==> src/hw/rtl/lgw_pkg.sv <==
package lgw_pkg;

   localparam int MODE_W     = 2;
   localparam int BUDGET_W   = 32;
   localparam int PERIOD_W   = 20;
   localparam int TIMEOUT_W  = 22;
   localparam int MARGIN_W   = 32;
   localparam int PROGRESS_W = 32;
   localparam int ELAPSED_W  = 33;
   localparam int ADDR_W     = 4;
   localparam int DATA_W     = 32;

   localparam logic [PERIOD_W-1:0]  PERIOD_RESET  = 20'd30000;
   localparam logic [TIMEOUT_W-1:0] TIMEOUT_RESET = 22'd120000;
   localparam logic [MARGIN_W-1:0]  MARGIN_RESET  = 32'd600000;

   typedef enum logic [MODE_W-1:0] {
      MODE_TICK       = 2'd0,
      MODE_ALIVE      = 2'd1,
      MODE_IDLE_BEGIN = 2'd2,
      MODE_IDLE_END   = 2'd3
   } mode_type;

   typedef enum logic [1:0] {
      REG_ENABLE      = 2'd0,
      REG_FEED_PERIOD = 2'd1,
      REG_TIMEOUT     = 2'd2,
      REG_IDLE_MARGIN = 2'd3
   } reg_index_type;

   typedef struct packed {
      logic                 enable;
      logic                 arm;
      logic [PERIOD_W-1:0]  feed_period;
      logic [TIMEOUT_W-1:0] timeout;
      logic [MARGIN_W-1:0]  idle_margin;
   } lgw_cfg_type;

endpackage

==> src/hw/rtl/lgw_csr.sv <==
module lgw_csr import lgw_pkg::*; (
   input  logic              clock,
   input  logic              reset,
   input  logic              psel,
   input  logic              penable,
   input  logic              pwrite,
   input  logic [ADDR_W-1:0] paddr,
   input  logic [DATA_W-1:0] pwdata,
   output logic [DATA_W-1:0] prdata,
   output logic              pready,
   output lgw_cfg_type       cfg
);

   logic                 enable_ff, enable_in;
   logic [PERIOD_W-1:0]  period_ff, period_in;
   logic [TIMEOUT_W-1:0] timeout_ff, timeout_in;
   logic [MARGIN_W-1:0]  margin_ff, margin_in;
   logic                 wr;
   reg_index_type        index;

   assign pready = 1'b1;
   assign wr     = psel & penable & pwrite;
   assign index  = reg_index_type'(paddr[3:2]);

   always_comb begin
      enable_in  = enable_ff;
      period_in  = period_ff;
      timeout_in = timeout_ff;
      margin_in  = margin_ff;
      if (wr) begin
         unique case (index)
            REG_ENABLE:      enable_in  = pwdata[0];
            REG_FEED_PERIOD: period_in  = pwdata[PERIOD_W-1:0];
            REG_TIMEOUT:     timeout_in = pwdata[TIMEOUT_W-1:0];
            REG_IDLE_MARGIN: margin_in  = pwdata[MARGIN_W-1:0];
            default: ;
         endcase
      end
   end

   always_ff @(posedge clock) begin
      if (reset) begin
         enable_ff  <= 1'b0;
         period_ff  <= PERIOD_RESET;
         timeout_ff <= TIMEOUT_RESET;
         margin_ff  <= MARGIN_RESET;
      end else begin
         enable_ff  <= enable_in;
         period_ff  <= period_in;
         timeout_ff <= timeout_in;
         margin_ff  <= margin_in;
      end
   end

   always_comb begin
      unique case (index)
         REG_ENABLE:      prdata = {{(DATA_W-1){1'b0}}, enable_ff};
         REG_FEED_PERIOD: prdata = {{(DATA_W-PERIOD_W){1'b0}}, period_ff};
         REG_TIMEOUT:     prdata = {{(DATA_W-TIMEOUT_W){1'b0}}, timeout_ff};
         REG_IDLE_MARGIN: prdata = margin_ff;
         default:         prdata = '0;
      endcase
   end

   // rising enable acts as an initial feed
   assign cfg.enable      = enable_ff;
   assign cfg.arm         = wr && (index == REG_ENABLE) && pwdata[0] && !enable_ff;
   assign cfg.feed_period = period_ff;
   assign cfg.timeout     = timeout_ff;
   assign cfg.idle_margin = margin_ff;

endmodule

==> config.mk <==
export PLATFORM = sky130hd
export DESIGN_NAME = lgw_csr
export DESIGN_NICKNAME = d
export VERILOG_FILES = /design/src/hw/rtl/lgw_pkg.sv /design/src/hw/rtl/lgw_csr.sv
export SDC_FILE = /design/constraint.sdc
export NUM_CORES = 1
export LEC_CHECK = 0
export BUFFER_PORTS_ARGS = -buffer_cell sky130_fd_sc_hd__buf_2
export CAP_MARGIN = 5
export CORE_AREA = 8 8 164 89
export CTS_BUF_LIST = sky130_fd_sc_hd__clkbuf_8 sky130_fd_sc_hd__clkbuf_16
export DETAILED_ROUTE_END_ITERATION = 12
export DIE_AREA = 0 0 172 97
export GPL_TIMING_DRIVEN = 0
export REMOVE_ABC_BUFFERS = 1
export SYNTH_ARGS = -nofsm -noshare
export SYNTH_HDL_FRONTEND = slang
export SYNTH_SLANG_ARGS = --single-unit
export TNS_END_PERCENT = 100
==> constraint.sdc <==
create_clock -name clock -period 3.3 [get_ports clock]
set_clock_uncertainty 0.1 [all_clocks]
set_input_delay 0.165 -clock clock [delete_from_list [all_inputs] [get_ports clock]]
set_output_delay 0.165 -clock clock [all_outputs]
set_load 0.1 [all_outputs]
### Word-level counts from Yosys, hierarchy flattened

Cells that the tools add are included.

* word-level logic and storage cells: 19
* bits in registers: 75
* output and inout bits: 109

* reductions and logical operators: 9
* bitwise logic cells: 2
* equal/unequal tests: 3
* mux-type cells: 1

Operators with widths (count)
* case mux 32 bit (4 select lines): 1
* AND reduction 2 bit: 4
* == test 2 bit (second input constant): 2
* logical AND 1 bit: 3
* bitwise AND 1 bit: 2
* == test 2 x 1 -> 1 bit (second input constant): 1
* zero test 2 bit: 1
* zero test 1 bit: 1

### Longest topological paths before layout

Gate-level depths: netlist of the first run.

* depth after elaboration: 5
* mapped depth: 6
* mapped depth without buffers: 3

### Worst setup path after synthesis of the first run

OpenSTA, ideal clock, no wires.

* path kind: input to output
* start point: in paddr[3]
* end point: out cfg[74] in the netlist's numbering
* path slack: 0.083 ns
* buffers on the path: 1
* data required time: 3.035 ns
* stages on the path: 3
* arrival time: 2.952 ns
* cell sequence: buf_2 -> or3_1 -> nor3b_1

RTL lines
* from (decl): line lgw_csr.sv:7 `input logic [ADDR_W-1:0] paddr,`
* to (decl): line lgw_csr.sv:11 `output lgw_cfg_type cfg`

### Worst setup path in the final report of the first run

* start point: in paddr[3]
* end point: reg timeout_ff[6]

* longest elaborated chain between the ends: 2

RTL lines
* == test 2 bit: line lgw_csr.sv:31 `unique case (index)`
* AND reduction 2 bit (no line)
* to (signal assigned): line lgw_csr.sv:50 `timeout_ff <= timeout_in;`
* to (decl): line lgw_csr.sv:16 `logic [TIMEOUT_W-1:0] timeout_ff, timeout_in;`

No other way between the ends.
A chain may end at the register's enable or synchronous reset.

==> out/qor.txt, run 1 <==
CP max-delay cell = and2_1
CTS Root Cell = clkbuf_16
most frequent cells in the layout = 145 x buf_2, 75 x dfxtp_1, 51 x mux2i_1
cell count after placement = 665
Layout Cells excl Fill = 698
Mapped Area = 3590 um2
io pins = 150
post-synthesis sequential area ratio = 0.419
vias in the first global route = 3,526
Peak VDD IR = 0.232 mV
max_cap viols = 0
global placement routability congestion = 0.808
cells along the critical path = buf_2, nor2b_2, buf_16, and2_1, mux2i_1
leakage power = 2.26 nW
critical path's top delay family = simple AND/OR/NAND/NOR gates
die width = 172 um
cts bufs inserted = 9
Yosys top cell area share = 0.419
CP Data Required Time = 3450 ps
WHS Path Cells = 3
Clk Latency, worst-skew pair = 330 ps
Syn Area/Cell = 9.34 um2
CP Data Arrival Time = 3160 ps
first-pass GRT wire length = 19,100 um
fmax = 332 MHz
Slew Limit Fails = 0
Worst Path Buf+Inv = 2
GRT Total Usage = 0.144
Gate Count Post-Synth = 384
DRT Pass-1 Iters = 4
core area = 12,300 um2
period utilization = 0.913
most common cell after layout, fill and taps aside = buf_2
min-delay worst type = in2reg
WHS Endpoint = margin_ff[12]$_SDFFE_PP0P_
layout cell share with drive strength beyond 1 = 0.356
Final HPWL DP = 8170 um
area post-placement = 4400 um2
final net count = 564
initial core utilization = 0.292
Core Rows = 29
clk slew on worst S/H paths = 60 ps
critical register-to-register path startpoint = margin_ff[5]$_SDFFE_PP0P_
pin count of the biggest net entering global routing = 106
IO Port Bufs = 146
largest area contributor in the netlist = dfxtp_1
Area Growth Syn to Fin = 36.9%
crit end category = flop
reg-to-reg endpoint = margin_ff[5]$_SDFFE_PP0P_
TritonCTS Sinks = 75
via count = 3,342
PD cells = 498 nW/um2
global route total overflow = 0
Worst Hold Launch = pwdata[12]
initial antenna violation count = 0
Die ar. = 16,700 um2
WL/cell = 17.5 um
fill count = 1,248
total power = 2.45 mW
clock buffer depth = 2
CP Max Fanout = 50
outcome = finished, final reports clean
Fin Setup TNS = 0 ps
initial detailed-routing violation count = 190
Yosys cell types = 25
Final Critical Period = 3010 ps
largest cells by area after synthesis = dfxtp_1 42%, mux2i_1 14%, nand2b_1 7.7%
Setup crit start kind = input port
Final setup viols = 0
DR vias/cell = 4.79
design area = 4910 um2
Seq cells post-synth = 75
Remaining DRCs = 0
Final Hold Vio Count = 0
Max H-tree Level = 3
Register Area = 1500 um2
r2r setup slk = 2370 ps
final WL = 12,200 um
Max-Slew Margin vs Limit = 0.207
Crit Path Category = in2reg
Syn. warnings = 0
RSZ-0062 raised after global routing = false
Critical Path Max Stage Delay = 860 ps
reg2reg path depth = 3
multi-input logic area = 1910 um2
CTS tree = done
Die Ht = 97 um
Routed Antenna Nets = 0
slew at the pin closest to its max-slew limit = 1190 ps
n_diodes = 0
## through the flow
stage          hold slack [ps]  worst slack [ps]   util
2_1_floorplan              134              -207      -
3_3_place_gp               324             -1050  0.355
3_5_place_dp               329              -100  0.358
4_1_cts                   2.34               252  0.400
5_1_grt                   8.10               105  0.400
6_report                  18.1               286  0.400
## logic make-up (layout without fill, tap and decap cells)
group | count (synthesis) | count (layout) | share of synthesized area
buffers and inverters | 37 | 181 | 0.0509
DFF | 75 | 75 | 0.419
muxes | 71 | 71 | 0.208
other | 1 | 1 | 0.00105
and+or+nand+nor | 129 | 129 | 0.200
AOI/OAI and AO/OA | 71 | 71 | 0.122
## cell usage after synthesis
cell / number
nand2b_1: 44
nand3_2: 1
or3_1: 1
nand2_1: 2
a22o_1: 19
buf_6: 2
nand3b_1: 1
nor3b_1: 2
a21oi_1: 14
mux4_2: 1
buf_4: 4
conb_1: 1
mux2_2: 19
clkbuf_1: 20
dfxtp_1: 75
mux2i_1: 51
and2_1: 1
nand3_1: 3
nor2b_1: 15
buf_2: 11
o21ai_0: 36
nor2_1: 36
and3_1: 11
nand4_1: 12
a21bo_2: 2
## how the worst max path moves through the flow
stage	start	to	slack (ps)	depth (start not counted)
after floorplan	pwrite	cfg[74]	-210	3
after global placement	paddr[3]	timeout_ff[10]$_SDFFE_PP1P_	-1050	4
after detailed placement	paddr[3]	timeout_ff[6]$_SDFFE_PP1P_	-100	5
after CTS	paddr[3]	timeout_ff[6]$_SDFFE_PP1P_	250	5
after global routing	paddr[3]	timeout_ff[7]$_SDFFE_PP1P_	110	5
final	paddr[3]	timeout_ff[6]$_SDFFE_PP1P_	290	5
## registers in the layout, indices dropped and copies added (netlist names)
signal and count:
enable_ff 1, period_ff 20, margin_ff 32, timeout_ff 22
## routing by layer
metal  routed length (um)  up-vias  GRT usage  part of all wire
li1                     -     1618          -                 -
met5                    0        -          0                 0
met1                 5840     1582      0.187              0.48
met2                 5040      136      0.218              0.41
met3                 1300        6     0.0612              0.11
met4                   36        0     0.0264            0.0029
## power breakdown
group | total (mW) | internal (mW) | switching (mW) | leakage (nW)
clock | 1.13 | 0.754 | 0.372 | 0.174
sequential | 0.926 | 0.918 | 0.00885 | 0.606
combinational | 0.395 | 0.0958 | 0.299 | 1.48
## worst min-delay path, stage by stage
cell and delay (ps):
buf_2 110, nand4_1 60, a21oi_1 60
## area by class of cell
cell class	instances	area share
multi-input cells	272	0.389
clock buffers	10	0.0487
repair buffers	165	0.192
clock inverters	6	0.0212
flip-flops and latches	75	0.306
well taps	170	0.0433
## timing repair
action | CTS | global route
hold endpoints to repair | 17 | 0
gates resized for setup | 0 | 0
hold buffers | 17 | 0
buffers inserted | 0 | 0
No activity file was read; power rests on OpenSTA's default activity.
==> run 2: changes to the inputs <==
--- a/config.mk
+++ b/config.mk
@@ -6,12 +6,15 @@
 export NUM_CORES = 1
 export LEC_CHECK = 0
 export BUFFER_PORTS_ARGS = -buffer_cell sky130_fd_sc_hd__buf_2
-export CAP_MARGIN = 5
-export CORE_AREA = 8 8 164 89
+export CAP_MARGIN = 15
+export CELL_PAD_IN_SITES_DETAIL_PLACEMENT = 1
+export CELL_PAD_IN_SITES_GLOBAL_PLACEMENT = 2
+export CORE_AREA = 8 8 167 90
 export CTS_BUF_LIST = sky130_fd_sc_hd__clkbuf_8 sky130_fd_sc_hd__clkbuf_16
 export DETAILED_ROUTE_END_ITERATION = 12
-export DIE_AREA = 0 0 172 97
+export DIE_AREA = 0 0 175 98
 export GPL_TIMING_DRIVEN = 0
+export PLACE_DENSITY_LB_ADDON = 0.1
 export REMOVE_ABC_BUFFERS = 1
 export SYNTH_ARGS = -nofsm -noshare
 export SYNTH_HDL_FRONTEND = slang
==> out/qor.txt, run 2 (synthesis gave the netlist of run 1 again) <==
outcome = finished, final reports clean (unchanged)
Remaining DRCs = 0 (unchanged)
global placement routability congestion = 0.709 (was 0.808)
TritonCTS Sinks = 75 (unchanged)
max_cap viols = 0 (unchanged)
Layout Cells excl Fill = 707 (was 698)
via count = 3,342 (unchanged)
GRT Total Usage = 0.152 (was 0.144)
cell count after placement = 672 (was 665)
pre-CTS setup slack = -199 ps (was -100 ps)
Final HPWL DP = 8800 um (was 8170 um)
r2r setup slk = 1970 ps (was 2370 ps)
IO Port Bufs = 146 (unchanged)
most common cell after layout, fill and taps aside = buf_2 (unchanged)
WL/cell = 18.7 um (was 17.5 um)
Crit Path Category = in2reg (unchanged)
WHS Endpoint = margin_ff[19]$_SDFFE_PP1P_ (was margin_ff[12]$_SDFFE_PP0P_)
Die ar. = 17,200 um2 (was 16,700 um2)
CTS Root Cell = clkbuf_16 (unchanged)
DR vias/cell = 4.73 (was 4.79)
crit end category = flop (unchanged)
Slew Limit Fails = 0 (unchanged)
vias in the first global route = 3,628 (was 3,526)
leakage power = 2.28 nW (was 2.26 nW)
Final Hold Vio Count = 0 (unchanged)
Clk Latency, worst-skew pair = 330 ps (about the same)
slew at the pin closest to its max-slew limit = 1190 ps (about the same)
Setup crit start kind = input port (unchanged)
Peak VDD IR = 0.216 mV (was 0.232 mV)
area post-placement = 4430 um2 (was 4400 um2)
PD cells = 483 nW/um2 (was 498 nW/um2)
Worst Hold Launch = pwdata[19] (was pwdata[12])
reg2reg path depth = 3 (unchanged)
Area Growth Syn to Fin = 37.9% (was 36.9%)
Max-Slew Margin vs Limit = 0.210 (was 0.207)
WHS Path Cells = 3 (unchanged)
layout cell share with drive strength beyond 1 = 0.356 (about the same)
clk slew on worst S/H paths = 60 ps (about the same)
initial antenna violation count = 0 (unchanged)
n_diodes = 0 (unchanged)
Fin Setup TNS = 0 ps (unchanged)
post-CTS resize count = 0 (unchanged)
core area = 12,900 um2 (was 12,300 um2)
final worst slack = 259 ps (was 286 ps)
Max H-tree Level = 3 (unchanged)
fmax = 329 MHz (was 332 MHz)
CP Max Fanout = 50 (unchanged)
initial detailed-routing violation count = 147 (was 190)
die width = 175 um (was 172 um)
period utilization = 0.922 (was 0.913)
RSZ-0062 raised after global routing = false (unchanged)
initial core utilization = 0.277 (was 0.292)
pin count of the biggest net entering global routing = 105 (was 106)
Most flops, register = margin_ff (unchanged)
critical register-to-register path startpoint = margin_ff[12]$_SDFFE_PP0P_ (was margin_ff[5]$_SDFFE_PP0P_)
most frequent cells in the layout = 145 x buf_2, 75 x dfxtp_1, 51 x mux2i_1 (unchanged)
DRT Pass-1 Iters = 4 (unchanged)
io pins = 150 (unchanged)
worst setup path startpoint = paddr[3] (unchanged)
global route total overflow = 0 (unchanged)
biggest regs = margin_ff (32), timeout_ff (22), period_ff (20) (unchanged)
first-pass GRT wire length = 20,900 um (was 19,100 um)
cts bufs inserted = 9 (unchanged)
Core Rows = 30 (was 29)
Final Critical Period = 3040 ps (was 3010 ps)
final WL = 13,200 um (was 12,200 um)
CTS tree = done (unchanged)
min-delay worst type = in2reg (unchanged)
final net count = 567 (was 564)
design area = 4950 um2 (was 4910 um2)
Die Ht = 98 um (was 97 um)
max reg flops = 32 (unchanged)
reg-to-reg endpoint = margin_ff[12]$_SDFFE_PP0P_ (was margin_ff[5]$_SDFFE_PP0P_)
CP Data Required Time = 3460 ps (was 3450 ps)
Hold Slack = 8.41 ps (was 18.1 ps)
Final setup viols = 0 (unchanged)
clock buffer depth = 2 (unchanged)
CP Data Arrival Time = 3200 ps (was 3160 ps)
Routed Antenna Nets = 0 (unchanged)
## run 2: what timing repair did
action                                  4_1_cts  5_1_grt
hold buffers                                 18        0
endpoints found under the setup margin        0        0
setup buffers                                 0        0
endpoints found under the hold margin        17        0
## run 2: worst max-delay path by stage
stage | endpoint | cells past startpoint
after floorplan | cfg[74] | 3
after global placement | timeout_ff[19]$_SDFFE_PP0P_ | 4
after detailed placement | timeout_ff[14]$_SDFFE_PP1P_ | 5
after CTS | timeout_ff[14]$_SDFFE_PP1P_ | 5
after global routing | timeout_ff[12]$_SDFFE_PP1P_ | 5
final | timeout_ff[19]$_SDFFE_PP0P_ | 5
## run 2: through the flow
stage | utilization | total power, mW
global placement | 0.336 | 1.32
CTS | 0.381 | 2.43
global route | 0.382 | 2.49
finish | 0.382 | 2.39
detailed placement | 0.342 | 1.33
floorplan | - | 1.21
## run 2: power breakdown
group	leakage, nW	switching [mW]	internal (mW)	total, mW
clock network	0.165	0.384	0.677	1.06
registers	0.606	0.00917	0.917	0.927
logic	1.51	0.302	0.100	0.403
total	2.28	0.695	1.70	2.39
## run 2: area by class of cell
class / instances / area, um2
Sequential cell: 75 / 1500
Clock inverter: 6 / 81.3
Timing Repair Buffer: 168 / 995
Multi-Input combinational cell: 272 / 1910
Tap cell: 176 / 220
Fill cell: 1527 / 8000
Clock buffer: 10 / 239
## run 2: layer usage
metal  wire (um)  part of all wire  up-vias  global-route usage
li1            -                 -     1627                   -
met1        6750              0.51     1610               0.208
met2        5600              0.42       98               0.227
met3         770             0.058        7              0.0501
met4          83            0.0063        0              0.0324
met5           0                 0        -                   0
## run 2: worst max-delay path: stages
cell and delay (ps):
buf_2 860, nor2b_2 790, buf_16 230, and2_1 830, mux2i_1 270
